### src/design/iocr_pkg.sv
package iocr_pkg;

   // Number of held entries in the reorder window (2 to 64).
   localparam int WINDOW_DEPTH = 32;
   // Number of command bits that are kept and released (8 to 64).
   localparam int COMMAND_WIDTH = 64;

   localparam int SLOT_W = 32;
   localparam int CMD_FIELD_W = 64;
   localparam int IDX_W = (WINDOW_DEPTH > 1) ? $clog2(WINDOW_DEPTH) : 1;
   localparam int DIST_W = $clog2(WINDOW_DEPTH + 1);
   localparam int SUM_W = DIST_W + 1;
   localparam int CNT_W = $clog2(WINDOW_DEPTH + 1);

   localparam logic [1:0] STATUS_EXECUTED = 2'd0;
   localparam logic [1:0] STATUS_STALE    = 2'd1;
   localparam logic [1:0] STATUS_BEYOND   = 2'd2;

   typedef struct packed {
      logic [SLOT_W-1:0]      slot_number;
      logic [CMD_FIELD_W-1:0] command_word;
   } req_type;

   typedef struct packed {
      logic [SLOT_W-1:0]      released_slot;
      logic [CMD_FIELD_W-1:0] released_command;
      logic [1:0]             status_code;
      logic                   last_of_run;
   } rsp_type;

   typedef struct packed {
      logic capture;
      logic decide;
      logic drain;
   } ctrl_cmd_type;

   typedef struct packed {
      logic more;
   } dp_status_type;

   // Advance a window index by step (step <= WINDOW_DEPTH), wrapping once.
   function automatic logic [IDX_W-1:0] wrap_add(input logic [IDX_W-1:0] idx,
                                                input logic [DIST_W-1:0] step);
      logic [SUM_W-1:0] sum;
      sum = SUM_W'(idx) + SUM_W'(step);
      if (sum >= SUM_W'(WINDOW_DEPTH)) begin
         sum = sum - SUM_W'(WINDOW_DEPTH);
      end
      return sum[IDX_W-1:0];
   endfunction

endpackage

### src/design/iocr_ctrl.sv
module iocr_ctrl (
   input  logic                   clock,
   input  logic                   reset,
   input  logic                   start,
   input  iocr_pkg::dp_status_type status,
   output iocr_pkg::ctrl_cmd_type  cmd,
   output logic                   busy
);

   typedef enum logic [2:0] {
      ST_IDLE   = 3'b001,
      ST_DECIDE = 3'b010,
      ST_DRAIN  = 3'b100
   } state_type;

   state_type state_ff;
   state_type state_in;

   always_comb begin
      state_in = state_ff;
      cmd = '0;
      unique case (state_ff)
         ST_IDLE: begin
            if (start) begin
               cmd.capture = 1'b1;
               state_in = ST_DECIDE;
            end
         end
         ST_DECIDE: begin
            cmd.decide = 1'b1;
            state_in = status.more ? ST_DRAIN : ST_IDLE;
         end
         ST_DRAIN: begin
            cmd.drain = 1'b1;
            state_in = status.more ? ST_DRAIN : ST_IDLE;
         end
         default: begin
            state_in = ST_IDLE;
         end
      endcase
   end

   assign busy = (state_ff != ST_IDLE);

   always_ff @(posedge clock) begin
      if (reset) begin
         state_ff <= ST_IDLE;
      end else begin
         state_ff <= state_in;
      end
   end

endmodule

### src/design/iocr_datapath.sv
module iocr_datapath (
   input  logic                    clock,
   input  logic                    reset,
   input  iocr_pkg::ctrl_cmd_type  cmd,
   input  iocr_pkg::req_type       req_payload,
   output iocr_pkg::dp_status_type status,
   output logic                    rsp_strobe,
   output iocr_pkg::rsp_type       rsp_payload
);

   localparam int WD = iocr_pkg::WINDOW_DEPTH;
   localparam int CW = iocr_pkg::COMMAND_WIDTH;
   localparam int SW = iocr_pkg::SLOT_W;
   localparam int FW = iocr_pkg::CMD_FIELD_W;
   localparam int IW = iocr_pkg::IDX_W;
   localparam int DW = iocr_pkg::DIST_W;
   localparam int NW = iocr_pkg::CNT_W;

   iocr_pkg::req_type req_ff;
   iocr_pkg::rsp_type out_ff, out_in;
   logic              out_vld_ff, out_vld_in;
   logic [SW-1:0]     exec_ff, exec_in;
   logic [IW-1:0]     exec_idx_ff, exec_idx_in;
   logic [SW-1:0]     hc_ff, hc_in;
   logic [WD-1:0]     valid_ff, valid_in;
   logic [NW-1:0]     count_ff, count_in;
   logic [CW-1:0]     rd_ff;
   logic [CW-1:0]     mem [WD];

   logic [SW-1:0] slot, span, hc_max, succ_slot;
   logic [CW-1:0] cmd_kept;
   logic          stale, beyond, is_next, hold;
   logic [IW-1:0] hold_idx, next1, next2;
   logic [NW-1:0] count_nx;
   logic          more_dec, more_drn;

   always_comb begin
      slot     = req_ff.slot_number;
      cmd_kept = req_ff.command_word[CW-1:0];
      stale    = (slot <= exec_ff);
      span     = slot - exec_ff;
      beyond   = !stale && (span > SW'(WD));
      is_next  = !stale && !beyond && (span == SW'(1));
      hold     = !stale && !beyond && !is_next;
      hold_idx = iocr_pkg::wrap_add(exec_idx_ff, span[DW-1:0]);
      next1    = iocr_pkg::wrap_add(exec_idx_ff, DW'(1));
      next2    = iocr_pkg::wrap_add(exec_idx_ff, DW'(2));
      hc_max   = (slot > hc_ff) ? slot : hc_ff;
      // The entry after the released slot decides whether the run goes on.
      more_dec  = (slot < hc_max) && valid_ff[next2];
      succ_slot = exec_ff + SW'(1);
      count_nx  = count_ff + NW'(1);
      more_drn  = (succ_slot < hc_ff) && valid_ff[next2] && (count_nx < NW'(WD));
   end

   assign status.more = cmd.decide ? (is_next && more_dec) : more_drn;

   always_comb begin
      exec_in     = exec_ff;
      exec_idx_in = exec_idx_ff;
      hc_in       = hc_ff;
      valid_in    = valid_ff;
      count_in    = count_ff;
      out_vld_in  = 1'b0;
      out_in      = out_ff;
      if (cmd.decide) begin
         out_vld_in                = !hold;
         out_in.released_slot      = slot;
         out_in.released_command   = '0;
         out_in.last_of_run        = 1'b1;
         out_in.status_code        = stale ? iocr_pkg::STATUS_STALE :
                                     iocr_pkg::STATUS_BEYOND;
         if (!stale && !beyond) begin
            hc_in = hc_max;
         end
         if (hold) begin
            valid_in[hold_idx] = 1'b1;
         end
         if (is_next) begin
            out_in.released_command = FW'(cmd_kept);
            out_in.status_code      = iocr_pkg::STATUS_EXECUTED;
            out_in.last_of_run      = !more_dec;
            valid_in[next1]         = 1'b0;
            exec_in                 = slot;
            exec_idx_in             = next1;
            count_in                = NW'(1);
         end
      end else if (cmd.drain) begin
         out_vld_in              = 1'b1;
         out_in.released_slot    = succ_slot;
         out_in.released_command = FW'(rd_ff);
         out_in.status_code      = iocr_pkg::STATUS_EXECUTED;
         out_in.last_of_run      = !more_drn;
         valid_in[next1]         = 1'b0;
         exec_in                 = succ_slot;
         exec_idx_in             = next1;
         count_in                = count_nx;
      end
   end

   always_ff @(posedge clock) begin
      if (reset) begin
         exec_ff     <= '0;
         exec_idx_ff <= '0;
         hc_ff       <= '0;
         valid_ff    <= '0;
         count_ff    <= '0;
         out_vld_ff  <= 1'b0;
      end else begin
         exec_ff     <= exec_in;
         exec_idx_ff <= exec_idx_in;
         hc_ff       <= hc_in;
         valid_ff    <= valid_in;
         count_ff    <= count_in;
         out_vld_ff  <= out_vld_in;
      end
   end

   always_ff @(posedge clock) begin
      if (cmd.capture) begin
         req_ff <= req_payload;
      end
      out_ff <= out_in;
   end

   // Held commands; the read always targets the entry two past the last release.
   always_ff @(posedge clock) begin
      if (cmd.decide && hold) begin
         mem[hold_idx] <= cmd_kept;
      end
      rd_ff <= mem[next2];
   end

   assign rsp_strobe  = out_vld_ff;
   assign rsp_payload = out_ff;

endmodule

### src/design/in_order_commit_release.sv
// Channel   Ports                              Beat taken when
// request   start, busy, req_payload           start high and busy low at a clock edge
// response  rsp_strobe, rsp_payload            rsp_strobe high at a clock edge
//
// A notice is handled in steps: the beat is captured, then it is classified and
// its first result, if any, is loaded into the output register.
// A release that finds buffered successors then drains them, one per drain step;
// the drain walks the held-command memory at one read per cycle, so a notice
// gives n results (n from 1 to WINDOW_DEPTH), and a held notice gives no
// result but still passes through capture and classification.
// Reset is synchronous and active high; it empties the window and restarts at slot 1.
// The receiver cannot stall: each result is shown for exactly one cycle.
module in_order_commit_release (
   input  logic              clock,
   input  logic              reset,
   input  logic              start,
   output logic              busy,
   input  iocr_pkg::req_type req_payload,
   output logic              rsp_strobe,
   output iocr_pkg::rsp_type rsp_payload
);

   iocr_pkg::ctrl_cmd_type  cmd;
   iocr_pkg::dp_status_type status;

   // The controller sequences capture, classification and the drain run.
   iocr_ctrl u_ctrl (
      .clock  (clock),
      .reset  (reset),
      .start  (start),
      .status (status),
      .cmd    (cmd),
      .busy   (busy)
   );

   // The datapath holds the slot counters, the valid bits and the command memory.
   iocr_datapath u_datapath (
      .clock       (clock),
      .reset       (reset),
      .cmd         (cmd),
      .req_payload (req_payload),
      .status      (status),
      .rsp_strobe  (rsp_strobe),
      .rsp_payload (rsp_payload)
   );

   // A result is produced only by work started in a busy cycle.
   assert property (@(posedge clock) disable iff (reset)
      rsp_strobe |-> $past(busy))
      else $error("result beat without preceding work");

   // Error results stand alone and carry no command.
   assert property (@(posedge clock) disable iff (reset)
      (rsp_strobe && rsp_payload.status_code != iocr_pkg::STATUS_EXECUTED)
         |-> (rsp_payload.last_of_run && rsp_payload.released_command == '0))
      else $error("error result not terminal or carries a command");

   // A run that is not marked finished continues in the very next cycle.
   assert property (@(posedge clock) disable iff (reset)
      (rsp_strobe && !rsp_payload.last_of_run) |=>
         (rsp_strobe && rsp_payload.released_slot == $past(rsp_payload.released_slot) + 32'd1))
      else $error("drain run broken");

   // An accepted beat always makes the block busy for the next cycle.
   assert property (@(posedge clock) disable iff (reset)
      (start && !busy) |=> busy)
      else $error("accepted beat not processed");

endmodule
### config.mk
export PLATFORM = sky130hd
export DESIGN_NAME = in_order_commit_release
export DESIGN_NICKNAME = d
export VERILOG_FILES = /design/src/design/iocr_pkg.sv /design/src/design/iocr_ctrl.sv /design/src/design/iocr_datapath.sv /design/src/design/in_order_commit_release.sv
export SDC_FILE = /design/constraint.sdc
export NUM_CORES = 2
export LEC_CHECK = 0
export BUFFER_PORTS_ARGS = -buffer_cell sky130_fd_sc_hd__buf_2
export CORE_UTILIZATION = 44
export CTS_BUF_LIST = sky130_fd_sc_hd__clkbuf_8
export CTS_CLUSTER_DIAMETER = 100
export DETAILED_ROUTE_END_ITERATION = 8
export GPL_TIMING_DRIVEN = 0
export HOLD_SLACK_MARGIN = 0.06
export MAX_ROUTING_LAYER = met4
export PLACE_DENSITY_LB_ADDON = 0.1
export SLEW_MARGIN = 20
export SYNTH_ARGS = -nofsm -noshare
export SYNTH_HDL_FRONTEND = slang
export SYNTH_SLANG_ARGS = --single-unit
### constraint.sdc
create_clock -name clock -period 11.9 [get_ports clock]
set_input_delay 0.595 -clock clock [delete_from_list [all_inputs] [get_ports clock]]
set_output_delay 0.595 -clock clock [all_outputs]
set_load 0.01 [all_outputs]
==> results.toml <==
[setup_path]
slowest_delay_ns = 0.89
start_kind = "flop"
critPathBufInv = 10
path_cells = "clkbuf_1, clkbuf_2, buf_1, clkbuf_1, inv_1, fa_1, inv_1, a21o_1, a21oi_1, xnor2_1, xnor2_1, and2_1, nand2_1, nor3_4, buf_6, buf_8, buf_6, buf_8"
slowest_stage = "clkbuf_1"
critPathRequiredTime_ns = 12.65
end_kind = "flop"
arrival_ns = 8.21
cp_max_fo = 11
cpLargestDelayFamily = "buffers and inverters"
path_class = "reg -> reg"

[placement]
routabilityCongestion = 0.887
dp_cells = 8078
io_buffers = 198
post_dp_cell_area_um2 = 106000
place_hpwl_um = 186000
place_ws_ns = 4.52

[power_and_ir_drop]
p_per_area_nw_per_um2 = 147
p_int_mw = 13.1
seqPwrFrac = 0.564
p_leak_nw = 37.9
ir_drop_v = 0.000110
pwr-share-comb = 0.029
p_clk_frac = 0.407
swShare = 0.224
power.switching_mw = 3.78

[route]
drtIter0Drc = 5285
drcViolationCount = 0
vias_per_cell = 5.81
wl_um = 273000
ant_nets = 0
num_vias = 52000
wire_per_inst_um = 30.5
firstDrtPassIters = 6

[sta]
fin_crit_sh = 0.626
rsz0062_at_grt = "false"
fin_crit_ns = 7.45
finalWorstSetupSlack_ns = 4.45
worst_pin_slew_ns = 1.18
holdWs_ns = 0.196
hold_violations = 0
maxSlewHeadroom = 0.195
setup_viol = 0
fin_setup_tns_ns = 0
skew_ns = 0.0905
max_freq_ghz = 0.134
slew_viol_final = 0

[clock_tree]
cts_tree = "yes"
post_cts.repair.setup_buffers = 0
insertion_delay_ns = 1.11
htree_levels = 5
numCtsBuffers = 417
post_cts_resized = 0
cts.sinks = 2418
clk_pin_slew_ns = 0.06
cts-root-buf = "clkbuf_8"
clock_path_buffers = 4

[floorplanning]
die_h_um = 471
io_pins = 200
die_w_um = 471
start_util = 0.444
dieArea_um2 = 222000
rows = 171
core_um2 = 218000

[yosys]
netlist_area_um2 = 96800
syn_nets = 4993
synth.distinct_cells = 87
syn_area_per_cell_um2 = 20.4
synth-main-ff-cell = "edfxtp_1"
ys_seq_area_frac = 0.732
ys_async_sr_fraction = 0
ys_warn_count = 0
synth_edf_count = 2243
synth_cells = 4755
ys_seq_elements = 2418

[grt]
grt_max_degree = 51
grt_antenna_before_repair = 9
grt_pass1_wl_um = 387000
overflow = 0
grtUsageTotal = 0.253
first_global_vias = 52700

[layout]
drive_gt1_frac = 0.309
n_fill_cell = 17400
syn_to_final_growth_pct = 18.1
final_cell_area_um2 = 114000
instances_no_fill = 8941
nets = 5987

[run]
cap_violations = 0

[outcome]
status = "finished, final reports clean"

[hold_path]
hold_class = "in -> reg"
metal layers:
layer,track usage,share of wire,vias to the layer above
met5,-,0,-
met4,0.0644,0.023,0
met3,0.0414,0.065,453
met2,0.393,0.48,2000
met1,0.349,0.43,27600
li1,-,-,21900
cell usage in the layout (no fill, tap or decap), types with 12 or more instances in the layout:
cell type	n
a31oi_1	33
nor3_1	24
a21oi_1	72
mux4_2	650
a21o_1	36
buf_8	187
buf_1	15
clkbuf_1	129
nor2_1	162
nor3_4	30
ha_1	137
clkbuf_2	53
dlygate4sd3_1	97
buf_16	20
buf_6	53
clkbuf_8	445
nand4_1	33
nand3_1	36
nor4_1	16
o211ai_1	14
dfxtp_1	175
and3_1	42
nand2_1	130
xor2_1	16
clkinv_1	94
nand2b_1	12
xnor2_1	40
mux2i_1	65
or3b_1	31
buf_4	20
edfxtp_1	2243
mux2_2	72
o21ai_0	75
buf_2	254
inv_1	243
a22o_1	65
a32oi_1	33
clkinv_2	33
power groups by stage:
stage	logic (mW)	registers [mW]	clock network [mW]
6_report	0.487	9.50	6.86
5_1_grt	0.522	9.50	7.37
4_1_cts	0.480	9.50	7.03
3_5_place_dp	0.453	9.68	0
3_3_place_gp	0.439	9.67	0
2_1_floorplan	0.267	9.61	0
kinds of logic after synthesis:
logic type | synth area share
DFF | 0.732
muxes | 0.167
and+or+nand+nor | 0.0324
AOI/OAI and AO/OA | 0.0311
buffers and inverters | 0.0142
adders and majority gates | 0.0181
xor gates and xnor gates | 0.00507
synthesized netlist by cell type (16+ instances only):
cell type,instances,area share
and3_1,42,0.0027
buf_1,44,0.0017
nand3_1,36,0.0019
buf_2,30,0.0016
nor2_1,162,0.0063
a31oi_1,33,0.0021
mux2_2,72,0.0084
mux4_2,650,0.15
inv_1,87,0.0034
dfxtp_1,175,0.036
nor3_1,26,0.0013
a22o_1,65,0.0059
a21o_1,36,0.0028
nor4_1,21,0.0014
xnor2_1,40,0.0036
edfxtp_1,2243,0.70
nand4_1,33,0.0021
clkbuf_1,175,0.0068
xor2_1,16,0.0014
nor3_2,31,0.0032
a21oi_1,72,0.0037
or3b_1,31,0.0028
nand2_1,131,0.0051
a32oi_1,33,0.0030
mux2i_1,65,0.0067
o21ai_0,75,0.0039
ha_1,137,0.018
registers in the layout, indices dropped and copies added, names as in the netlist, 32 cells and up:
register and cells:
u_datapath.cmd_kept 64, u_datapath.rd_ff 64, u_datapath.rsp_payload 99, u_datapath.mem 2048, u_datapath.slot 32, u_datapath.valid_ff 32
u_datapath.hc_ff 32, u_datapath.exec_ff 32
worst register-to-register path, stage by stage, from the launching register on:
cell	delay [ns]
dfxtp_1	0.48
clkbuf_1	0.67
clkbuf_2	0.67
buf_1	0.80
clkbuf_1	0.91
inv_1	0.35
fa_1	0.57
inv_1	0.08
a21o_1	0.11
a21oi_1	0.07
xnor2_1	0.14
xnor2_1	0.22
and2_1	0.23
nand2_1	0.27
nor3_4	0.69
buf_6	0.29
buf_8	0.21
buf_6	0.22
buf_8	0.19
layout make-up:
class	instances	area (µm²)	area share
well taps	2854	3570	0.0313
diodes	11	27.5	0.000241
plain buffers	256	1140	0.0100
multi-input cells	1994	24800	0.217
clock buffers	445	6120	0.0536
clock inverters	301	1350	0.0118
inverters	87	334	0.00292
repair buffers	575	6070	0.0531
flip-flops and latches	2418	70900	0.620
through the flow:
step,utilization,total power [mW]
after floorplan,-,9.88
after global placement,0.465,10.1
after detailed placement,0.485,10.1
after CTS,0.524,17.0
after global routing,0.524,17.4
final,0.525,16.8
final timing paths:
kind	startpoint	endpoint	slack [ns]	cells after the start
max	u_datapath.exec_idx_ff[1]	u_datapath.mem[13][24]	4.45	18
min	req_payload[24]	u_datapath.cmd_kept[24]	0.20	2
max reg2reg	u_datapath.exec_idx_ff[1]	u_datapath.mem[13][24]	4.45	18
min reg2reg	u_datapath.exec_ff[19]	u_datapath.exec_ff[19]	0.47	2
what timing repair did:
action,4_1_cts,5_1_grt
endpoints found under the setup margin,0,0
hold buffers,97,0
hold endpoints to repair,97,0
(Power assumes the default switching activity.)
